<file path="src/hw/rtl/sft_pkg.sv">
// Shared types and constants for the sprite frame timer.
package sft_pkg;

  localparam int unsigned ELAPSED_W  = 40;
  localparam int unsigned WIDE_W     = 41;
  localparam int unsigned DUR_W      = 32;
  localparam int unsigned COUNT_W    = 9;
  localparam int unsigned FRAME_W    = 8;
  localparam int unsigned CNT_W      = 6;
  localparam int unsigned CFG_IDX_W  = 2;

  localparam logic [COUNT_W-1:0] MAX_FRAMES   = 9'd256;
  localparam logic [DUR_W-1:0]   MIN_DURATION = 32'd7;
  localparam logic [DUR_W-1:0]   DUR_RESET    = 32'd65536;

  localparam logic [CNT_W-1:0] MOD_STEPS_M1 = 6'd40;
  localparam logic [CNT_W-1:0] DIV_STEPS_M1 = 6'd8;

  localparam logic [CFG_IDX_W-1:0] CFG_FRAME_DURATION = 2'd0;
  localparam logic [CFG_IDX_W-1:0] CFG_FRAME_COUNT    = 2'd1;

  localparam logic [2:0] KIND_STEP   = 3'd0;
  localparam logic [2:0] KIND_PLAY   = 3'd1;
  localparam logic [2:0] KIND_STOP   = 3'd2;
  localparam logic [2:0] KIND_PAUSE  = 3'd3;
  localparam logic [2:0] KIND_RESUME = 3'd4;

  typedef enum logic [2:0] {
    ST_IDLE,
    ST_TOTAL,
    ST_CLAMP,
    ST_MOD,
    ST_DIV,
    ST_FIN
  } sft_state_t;

  typedef struct packed {
    logic [2:0]       kind;
    logic             loop_mode;
    logic [DUR_W-1:0] delta_time;
  } sft_in_t;

  typedef struct packed {
    logic [FRAME_W-1:0] frame_index;
    logic               playing;
    logic               finished;
  } sft_out_t;

  typedef struct packed {
    logic              ge;
    logic [WIDE_W-1:0] diff;
  } sft_cmp_t;

endpackage

</file>
<file path="src/hw/rtl/sft_sub_unit.sv">
// Shared compare and subtract unit used by the clamp, modulo, divide and finish steps.
module sft_sub_unit (
  input  logic [sft_pkg::WIDE_W-1:0] a,
  input  logic [sft_pkg::WIDE_W-1:0] b,
  output sft_pkg::sft_cmp_t          res
);

  logic [sft_pkg::WIDE_W:0] sub;

  assign sub      = {1'b0, a} - {1'b0, b};
  assign res.ge   = ~sub[sft_pkg::WIDE_W];
  assign res.diff = sub[sft_pkg::WIDE_W-1:0];

endmodule

</file>
<file path="src/hw/rtl/sprite_frame_timer.sv">
// Sprite frame timer top level: command sequencer around one shared subtractor.
// Play, stop, pause, resume and idle time steps pass through the total and finish states to
// out_valid; one-shot time steps add a clamp and a 9-step frame divide, looping time steps
// a 41-step modulo plus the 9-step frame divide, both on the shared subtractor.
// A new command is taken only once the last is finished; in_ready is high only while idle.
// Synchronous active-low reset: 1.0 s frames, no frames, stopped, loop mode on.
module sprite_frame_timer (
  input  logic                            clk,
  input  logic                            rst_n,
  input  logic                            in_valid,
  output logic                            in_ready,
  input  sft_pkg::sft_in_t                in_data,
  output logic                            out_valid,
  input  logic                            out_ready,
  output sft_pkg::sft_out_t               out_data,
  input  logic                            cfg_we,
  input  logic [sft_pkg::CFG_IDX_W-1:0]   cfg_index,
  input  logic [sft_pkg::DUR_W-1:0]       cfg_wdata
);

  sft_pkg::sft_state_t state_r, state_nxt;

  logic [sft_pkg::DUR_W-1:0]     dur_r, dur_nxt;
  logic [sft_pkg::COUNT_W-1:0]   count_r, count_nxt;
  logic [sft_pkg::ELAPSED_W-1:0] elapsed_r, elapsed_nxt;
  logic [sft_pkg::FRAME_W-1:0]   frame_r, frame_nxt;
  logic                          playing_r, playing_nxt;
  logic                          looping_r, looping_nxt;
  logic                          out_valid_r, out_valid_nxt;
  sft_pkg::sft_out_t             out_r, out_nxt;

  sft_pkg::sft_in_t              cmd_r, cmd_nxt;
  logic [sft_pkg::ELAPSED_W-1:0] total_r, total_nxt;
  logic [sft_pkg::WIDE_W-1:0]    e_r, e_nxt;
  logic [sft_pkg::ELAPSED_W-1:0] rem_r, rem_nxt;
  logic [sft_pkg::WIDE_W-1:0]    dsr_r, dsr_nxt;
  logic [sft_pkg::COUNT_W-1:0]   q_r, q_nxt;
  logic [sft_pkg::CNT_W-1:0]     cnt_r, cnt_nxt;

  logic [sft_pkg::COUNT_W-1:0]   n_eff;
  logic                          have;
  logic [sft_pkg::WIDE_W-1:0]    product;
  logic [sft_pkg::WIDE_W-1:0]    op_a, op_b;
  sft_pkg::sft_cmp_t             cmp;
  logic [sft_pkg::COUNT_W-1:0]   q_step;
  logic [sft_pkg::COUNT_W-1:0]   last_frame;

  assign n_eff      = (count_r > sft_pkg::MAX_FRAMES) ? sft_pkg::MAX_FRAMES : count_r;
  assign have       = (n_eff != '0);
  assign product    = {9'd0, dur_r} * {32'd0, n_eff};
  assign last_frame = n_eff - 9'd1;
  assign q_step     = {q_r[sft_pkg::COUNT_W-2:0], cmp.ge};

  assign in_ready  = (state_r == sft_pkg::ST_IDLE);
  assign out_valid = out_valid_r;
  assign out_data  = out_r;

  always_comb begin
    case (state_r)
      sft_pkg::ST_CLAMP: begin
        op_a = e_r;
        op_b = {1'b0, total_r};
      end
      sft_pkg::ST_MOD: begin
        op_a = {rem_r, e_r[sft_pkg::WIDE_W-1]};
        op_b = {1'b0, total_r};
      end
      sft_pkg::ST_DIV: begin
        op_a = {1'b0, rem_r};
        op_b = dsr_r;
      end
      default: begin
        op_a = {1'b0, elapsed_r};
        op_b = {1'b0, total_r};
      end
    endcase
  end

  sft_sub_unit u_sub (
    .a   (op_a),
    .b   (op_b),
    .res (cmp)
  );

  always_comb begin
    state_nxt     = state_r;
    dur_nxt       = dur_r;
    count_nxt     = count_r;
    elapsed_nxt   = elapsed_r;
    frame_nxt     = frame_r;
    playing_nxt   = playing_r;
    looping_nxt   = looping_r;
    out_valid_nxt = out_valid_r;
    out_nxt       = out_r;
    cmd_nxt       = cmd_r;
    total_nxt     = total_r;
    e_nxt         = e_r;
    rem_nxt       = rem_r;
    dsr_nxt       = dsr_r;
    q_nxt         = q_r;
    cnt_nxt       = cnt_r;

    if (out_valid_r && out_ready) begin
      out_valid_nxt = 1'b0;
    end

    case (state_r)
      sft_pkg::ST_IDLE: begin
        if (in_valid) begin
          cmd_nxt   = in_data;
          state_nxt = sft_pkg::ST_TOTAL;
        end
      end
      sft_pkg::ST_TOTAL: begin
        total_nxt = product[sft_pkg::ELAPSED_W-1:0];
        e_nxt     = {1'b0, elapsed_r} + {9'd0, cmd_r.delta_time};
        state_nxt = sft_pkg::ST_FIN;
        case (cmd_r.kind)
          sft_pkg::KIND_STEP: begin
            if (playing_r && have) begin
              rem_nxt   = '0;
              cnt_nxt   = sft_pkg::MOD_STEPS_M1;
              state_nxt = looping_r ? sft_pkg::ST_MOD : sft_pkg::ST_CLAMP;
            end
          end
          sft_pkg::KIND_PLAY: begin
            looping_nxt = cmd_r.loop_mode;
            elapsed_nxt = '0;
            frame_nxt   = '0;
            playing_nxt = have;
          end
          sft_pkg::KIND_STOP: begin
            playing_nxt = 1'b0;
            elapsed_nxt = '0;
            frame_nxt   = '0;
          end
          sft_pkg::KIND_PAUSE: begin
            playing_nxt = 1'b0;
          end
          sft_pkg::KIND_RESUME: begin
            if (have) begin
              playing_nxt = 1'b1;
            end
          end
          default: begin
          end
        endcase
      end
      sft_pkg::ST_CLAMP: begin
        if (cmp.ge) begin
          elapsed_nxt = total_r;
          rem_nxt     = total_r;
          playing_nxt = 1'b0;
        end else begin
          elapsed_nxt = e_r[sft_pkg::ELAPSED_W-1:0];
          rem_nxt     = e_r[sft_pkg::ELAPSED_W-1:0];
        end
        dsr_nxt   = {1'b0, dur_r, 8'd0};
        q_nxt     = '0;
        cnt_nxt   = sft_pkg::DIV_STEPS_M1;
        state_nxt = sft_pkg::ST_DIV;
      end
      sft_pkg::ST_MOD: begin
        rem_nxt = cmp.ge ? cmp.diff[sft_pkg::ELAPSED_W-1:0]
                         : op_a[sft_pkg::ELAPSED_W-1:0];
        e_nxt   = {e_r[sft_pkg::WIDE_W-2:0], 1'b0};
        cnt_nxt = cnt_r - 6'd1;
        if (cnt_r == '0) begin
          elapsed_nxt = rem_nxt;
          dsr_nxt     = {1'b0, dur_r, 8'd0};
          q_nxt       = '0;
          cnt_nxt     = sft_pkg::DIV_STEPS_M1;
          state_nxt   = sft_pkg::ST_DIV;
        end
      end
      sft_pkg::ST_DIV: begin
        if (cmp.ge) begin
          rem_nxt = cmp.diff[sft_pkg::ELAPSED_W-1:0];
        end
        q_nxt   = q_step;
        dsr_nxt = {1'b0, dsr_r[sft_pkg::WIDE_W-1:1]};
        cnt_nxt = cnt_r - 6'd1;
        if (cnt_r == '0) begin
          frame_nxt = (q_step > last_frame) ? last_frame[sft_pkg::FRAME_W-1:0]
                                            : q_step[sft_pkg::FRAME_W-1:0];
          state_nxt = sft_pkg::ST_FIN;
        end
      end
      sft_pkg::ST_FIN: begin
        if (!out_valid_r || out_ready) begin
          out_nxt.frame_index = frame_r;
          out_nxt.playing     = playing_r;
          out_nxt.finished    = !playing_r && have && cmp.ge;
          out_valid_nxt       = 1'b1;
          state_nxt           = sft_pkg::ST_IDLE;
        end
      end
      default: begin
        state_nxt = sft_pkg::ST_IDLE;
      end
    endcase

    if (cfg_we) begin
      case (cfg_index)
        sft_pkg::CFG_FRAME_DURATION: begin
          dur_nxt     = (cfg_wdata < sft_pkg::MIN_DURATION) ? sft_pkg::MIN_DURATION
                                                           : cfg_wdata;
          elapsed_nxt = '0;
          frame_nxt   = '0;
          playing_nxt = 1'b0;
          looping_nxt = 1'b1;
        end
        sft_pkg::CFG_FRAME_COUNT: begin
          count_nxt   = cfg_wdata[sft_pkg::COUNT_W-1:0];
          elapsed_nxt = '0;
          frame_nxt   = '0;
          playing_nxt = 1'b0;
          looping_nxt = 1'b1;
        end
        default: begin
        end
      endcase
    end
  end

  always_ff @(posedge clk) begin
    if (!rst_n) begin
      state_r     <= sft_pkg::ST_IDLE;
      dur_r       <= sft_pkg::DUR_RESET;
      count_r     <= '0;
      elapsed_r   <= '0;
      frame_r     <= '0;
      playing_r   <= 1'b0;
      looping_r   <= 1'b1;
      out_valid_r <= 1'b0;
    end else begin
      state_r     <= state_nxt;
      dur_r       <= dur_nxt;
      count_r     <= count_nxt;
      elapsed_r   <= elapsed_nxt;
      frame_r     <= frame_nxt;
      playing_r   <= playing_nxt;
      looping_r   <= looping_nxt;
      out_valid_r <= out_valid_nxt;
    end
  end

  always_ff @(posedge clk) begin
    out_r   <= out_nxt;
    cmd_r   <= cmd_nxt;
    total_r <= total_nxt;
    e_r     <= e_nxt;
    rem_r   <= rem_nxt;
    dsr_r   <= dsr_nxt;
    q_r     <= q_nxt;
    cnt_r   <= cnt_nxt;
  end

endmodule
</file>
<file path="config.mk">
export PLATFORM = sky130hd
export DESIGN_NAME = sprite_frame_timer
export DESIGN_NICKNAME = d
export VERILOG_FILES = /design/src/hw/rtl/sft_pkg.sv /design/src/hw/rtl/sft_sub_unit.sv /design/src/hw/rtl/sprite_frame_timer.sv
export SDC_FILE = /design/constraint.sdc
export NUM_CORES = 2
export LEC_CHECK = 0
export ABC_AREA = 1
export BUFFER_PORTS_ARGS = -buffer_cell sky130_fd_sc_hd__clkbuf_2
export CORE_MARGIN = 8
export CORE_UTILIZATION = 43
export CTS_BUF_LIST = sky130_fd_sc_hd__clkbuf_4 sky130_fd_sc_hd__clkbuf_8
export CTS_CLUSTER_SIZE = 10
export DETAILED_ROUTE_END_ITERATION = 12
export SETUP_SLACK_MARGIN = 0.15
export SLEW_MARGIN = 25
export SYNTH_ARGS = -nofsm -noshare
export SYNTH_HDL_FRONTEND = slang
export SYNTH_HIERARCHICAL = 1
export SYNTH_SLANG_ARGS = --single-unit
export TNS_END_PERCENT = 30
</file>
<file path="constraint.sdc">
create_clock -name clk -period 5.7 [get_ports clk]
set_clock_uncertainty 0.15 [all_clocks]
set_input_delay 1.14 -clock clk [delete_from_list [all_inputs] [get_ports clk]]
set_output_delay 1.14 -clock clk [all_outputs]
set_load 0.005 [all_outputs]
</file>
==> After elaboration in Yosys (flattened, before gate mapping) <==
Index checks and enable logic that the tools add are counted.
{ "totals": {"elab_cells": 123, "in_bits": 75, "n_memories": 0, "mem_bits_rw": 0, "output_inout_bits": 12, "romBits": 0, "reg_bits": 317, "latchBits": 0} }
{ "classes": {"multipliers": 1, "order_cmp": 3, "shifts": 0, "addsub": 4, "bitwise": 1, "eq_ne": 17, "n_mux": 51, "div": 0, "n_reduce_logical": 26} }
{ "ops": {"columns": ["operator", "count"], "rows": [
  ["40-bit two-way mux", 9],
  ["41-bit case mux with 3 select lines", 2],
  ["40-bit case mux with 4 select lines", 1],
  ["40-bit case mux with 3 select lines", 1],
  ["41-bit two-way mux", 2],
  ["41-bit case mux with 2 select lines", 1],
  ["8-bit two-way mux", 6],
  ["41-bit by 41-bit subtractor with 42-bit output", 1],
  ["40-bit by 32-bit adder with 41-bit output", 1],
  ["32-bit by 9-bit multiplier with 40-bit output", 1],
  ["32-bit by 3-bit less-than comparator with 1-bit output (second input constant)", 1],
  ["32-bit two-way mux", 1],
  ["6-bit case mux with 4 select lines", 1],
  ["8-bit case mux with 3 select lines", 1],
  ["3-bit two-way mux", 6],
  ["6-bit two-way mux", 3],
  ["3-bit case mux with 6 select lines", 1],
  ["8-bit case mux with 2 select lines", 1],
  ["3-bit by 2-bit == test with 1-bit output (second input constant)", 4],
  ["1-bit two-way mux", 12],
  ["2-bit inequality test (second input constant)", 6],
  ["2-bit AND reduction", 5],
  ["3-bit == test (second input constant)", 3],
  ["9-bit greater-than comparator", 1],
  ["other kinds (23)", 32]
]} }

==> Logic depth before layout (Yosys ltp) <==
{ "depth": {"depth_word": 10, "depth_mapped": 36} }

==> Hierarchy <==
Netlist, hierarchy kept.
{ "by_module_without_submodules": {"columns": ["module", "area_per_inst_um2", "n_inst", "cells_per_inst"], "rows": [
  ["sprite_frame_timer", 27684.1, 1, 3750],
  ["sft_sub_unit", 3419.5, 1, 691]
]} }

==> Worst setup path before layout <==
Ideal clock, no wire load.
{ "synth_path": {"path_type": "register to register", "start": "register count_r[8] in the netlist's numbering", "end": "register total_r[36] in the netlist's numbering, data pin", "required_ns": 5.298, "stages_incl_launch_ff": 22, "period_less_slack_ns": 4.970, "arrival_time_ns": 4.568, "n_path_buf": 3, "setup_slack_ns": 0.730, "cell_sequence": "dfxtp_1 > buf_4 > inv_6 > nand2_1 > clkbuf_1 > clkbuf_1 > nor2_1 > fa_1 > fa_1 > fa_1 > inv_1 > fa_1 > inv_1 > ha_1 > nand2_1 > nor2_1 > nor3b_1 > nand2_1 > nand3_1 > nand3_1 > nand3_1 > nand2_1"} }
{ "synth_between": {"elab_chain_cells": 3} }
{ "synth_lines": {"columns": ["element", "line_no", "rtl"], "rows": [
  ["start: declaration", "sprite_frame_timer.sv:24", "logic [sft_pkg::COUNT_W-1:0] count_r, count_nxt;"],
  ["start signal: assignment", "sprite_frame_timer.sv:239", "count_r <= count_nxt;"],
  ["9-bit greater-than comparator", "sprite_frame_timer.sv:48", "assign n_eff = (count_r > sft_pkg::MAX_FRAMES) ? sft_pkg::MAX_FRAMES : count_r;"],
  ["9-bit two-way mux *", "sprite_frame_timer.sv:48", null],
  ["32-bit by 9-bit multiplier with 40-bit output *", "sprite_frame_timer.sv:50", "assign product = {9'd0, dur_r} * {32'd0, n_eff};"],
  ["via product, one bit", "sprite_frame_timer.sv:42", "logic [sft_pkg::WIDE_W-1:0] product;"],
  ["end signal: assignment", "sprite_frame_timer.sv:251", "total_r <= total_nxt;"],
  ["end: declaration", "sprite_frame_timer.sv:33", "logic [sft_pkg::ELAPSED_W-1:0] total_r, total_nxt;"]
]} }
Mark *: on every way through the listed nets, which the timed path passes. The rest lies on a longest branch.
A chain may end at the register's enable or synchronous reset.

==> Worst setup path after layout <==
{ "layout_path": {"start": "register count_r[8] in the netlist's numbering", "end": "register total_r[39] in the netlist's numbering, data pin"} }
Same word-level chain as after synthesis.

==> impl_metrics.csv <==
group,metric,value,unit
run_status,status,"complete, no violations",
global_route,grt_pass1_vias,27861,
detailed_routing,drt_first_pass_iters,6,
timing,finalCriticalPeriod,5.36,ns
detailed_routing,vias,28193,
timing,finalSetupViolations,0,
hold_path,min_from,"frame_r[6]$_SDFF_PN0_",
timing,setup-tns-final,0,ns
global_route,grt_util_all_layers,0.239,
final_layout,nNetsFinal,4927,
timing,grt_setup_unrepaired,"yes",
synthesis,yosys_warnings,6,
critical_path,r2r_slack,0.34,ns
power,power.density,399,mW/mm²
placed_design,pre_cts_ws,0.106,ns
global_route,busiest_layer,"met2",
global_route,antenna_found_initial,2,
die,die_h,285,µm
global_route,grtUsageMet3,0.0303,
timing,slew_headroom,0.350,
clock_network,cts_tree,"done",
detailed_routing,wl,98700,µm
global_route,use_met2,0.391,
die,pin_count,87,
detailed_routing,drt-initial-drc-count,2583,
die,dieWidth,285,µm
final_layout,area_growth_syn_to_layout,9.25,%
timing,period_share,0.941,
synthesis,syn_area_per_cell,7.01,µm²
hold_path,hold_depth,0,
synthesis,synth_nets,4856,
hold_path,hold_end,"out_data[8]$_DFFE_PP_",
placed_design,gp_congestion,1.01,
critical_path,r2r_cells,18,
synthesis,syn-cell-area,0.0310,mm²
timing,tightest_slew,0.974,ns
timing,drv_slew,0,
die,die_area,0.0810,mm²
detailed_routing,drcViolationCount,0,
die,initial_core_util,0.434,
power,peakVddDrop,0.301,mV
critical_path,startpoint_type,"flop",
clock_network,clockBufferDepth,3,
clock_network,hold_buffers,0,
clock_network,clk_latency,0.71,ns
clock_network,cts_htree_levels,2,
global_route,grt_start_max_net_pins,124,
clock_network,clkTransAtPathRegs,0.06,ns
critical_path,worstSetupStartpoint,"count_r[8]$_SDFFE_PN0P_",
critical_path,worstReg2RegStart,"count_r[8]$_SDFFE_PN0P_",
critical_path,cp.arrival,5.66,ns
timing,setup_ws,0.337,ns
synthesis,synthesis.instances,4425,
power,total_leakage_power,17.2,nW
hold_path,hp-class,"reg -> reg",
run,maxCapViolations,0,
placed_design,io_buffers,86,
power,p_total,13.5,mW
timing,hold_viol_final,0,
timing,max_freq,186,MHz
clock_network,numCtsBuffers,61,
detailed_routing,avgViaCountPerCell,5.13,
critical_path,critPathKind,"reg -> reg",
global_route,use_met1,0.324,
clock_network,cts-root-buf,"clkbuf_8",
global_route,grt_pass1_wl,155000,µm
die,rows,98,
final_layout,drive_gt1_frac,0.0860,
critical_path,worstPathRequired,5.99,ns
critical_path,reg2reg_to,"total_r[39]$_DFFE_PP_",
detailed_routing,ant_nets,0,
global_route,grt_overflow,0,
die,core_area,0.0715,mm²
placed_design,hpwl,78500,µm
critical_path,crit_path_max_fanout,13,
critical_path,end_kind,"flop",
final_layout,final_core_util,0.474,
detailed_routing,wire_per_inst,17.9,µm
clock_network,clock_sink_count,316,
## metrics by stage
step	instances	hold slack, ns	area, µm²
after floorplan	4425	0.274	31000
after global placement	5380	0.294	32500
after detailed placement	5380	0.293	32500
after CTS	5495	0.301	33800
after global routing	5500	0.327	33900
final	5501	0.299	33900
## what timing repair did
item	CTS	global route
setup endpoints to repair	0	28
buffers inserted	0	3
gates resized for setup	0	15
## routing by layer
metal | up-vias | part of all wire
li1 | 13977 | -
met1 | 13211 | 0.45
met2 | 820 | 0.46
met3 | 185 | 0.054
met4 | 0 | 0.036
met5 | - | 0
## placed cells by master (no fill, tap or decap), types with 9 or more instances in the layout
| cell | n |
|---|---|
| a211oi_1 | 45 |
| o21ai_1 | 18 |
| edfxtp_1 | 221 |
| clkbuf_4 | 14 |
| nor4_1 | 9 |
| nor3_1 | 22 |
| ha_1 | 144 |
| buf_4 | 46 |
| a21oi_1 | 165 |
| o21ai_0 | 146 |
| nand4_1 | 25 |
| fa_1 | 212 |
| nand3_1 | 228 |
| nor2_1 | 435 |
| dfxtp_1 | 95 |
| nand2_2 | 38 |
| o22ai_1 | 31 |
| xor2_1 | 44 |
| or2_2 | 45 |
| clkbuf_2 | 86 |
| nand2_1 | 1367 |
| inv_1 | 790 |
| nand3_2 | 9 |
| nand3b_1 | 32 |
| xnor2_1 | 26 |
| a31oi_1 | 38 |
| clkinv_2 | 16 |
| o21bai_1 | 11 |
| nor2_2 | 19 |
| clkbuf_8 | 63 |
| nor2_4 | 11 |
| a21o_1 | 11 |
| clkinv_1 | 20 |
## final cells by class
type                            instances  area [µm²]
Antenna cell                            3        7.51
Clock buffer                           77         972
Clock inverter                         38         317
Fill cell                            7331       37600
Inverter                              810        3060
Multi-Input combinational cell       3166       18900
Sequential cell                       316        8540
Tap cell                              950        1190
Timing Repair Buffer                  141         951
## power by group
group	total, mW	switching (mW)	internal [mW]
Combinational	7.21	5.02	2.18
Sequential	3.85	0.452	3.40
Clock	2.47	1.11	1.35
## critical path: stages, from the launching register on
cell and delay (ns):
dfxtp_1 0.43, inv_6 0.07, buf_4 0.17, nand2_1 0.22, buf_4 0.28, nor2_1 0.08
fa_1 0.47, fa_1 0.57, fa_1 0.44, fa_1 0.50, ha_1 0.43, nand2_1 0.12
nor2_1 0.27, nand2_1 0.23, nor4_2 0.20, buf_4 0.18, nand3_1 0.12, nand4_1 0.14
nand2_1 0.05
## worst max path at each step
stage,to,slack (ns)
4_1_cts,total_r[31]$_DFFE_PP_,0.16
3_3_place_gp,total_r[39]$_DFFE_PP_,0.16
5_1_grt,frame_r[5]$_SDFF_PN0_,0.03
3_5_place_dp,total_r[31]$_DFFE_PP_,0.11
6_report,total_r[39]$_DFFE_PP_,0.34
2_1_floorplan,total_r[36]$_DFFE_PP_,0.73
## sequential cells by signal (all words and copies together) (netlist names)
name       cells
cmd_r         36
cnt_r          6
count_r        9
dsr_r         40
dur_r         32
e_r           41
elapsed_r     40
frame_r        8
looping_r      1
out_data      10
out_valid      1
playing_r      1
q_r            8
rem_r         40
state_r        3
total_r       40
(Power assumes the default switching activity.)
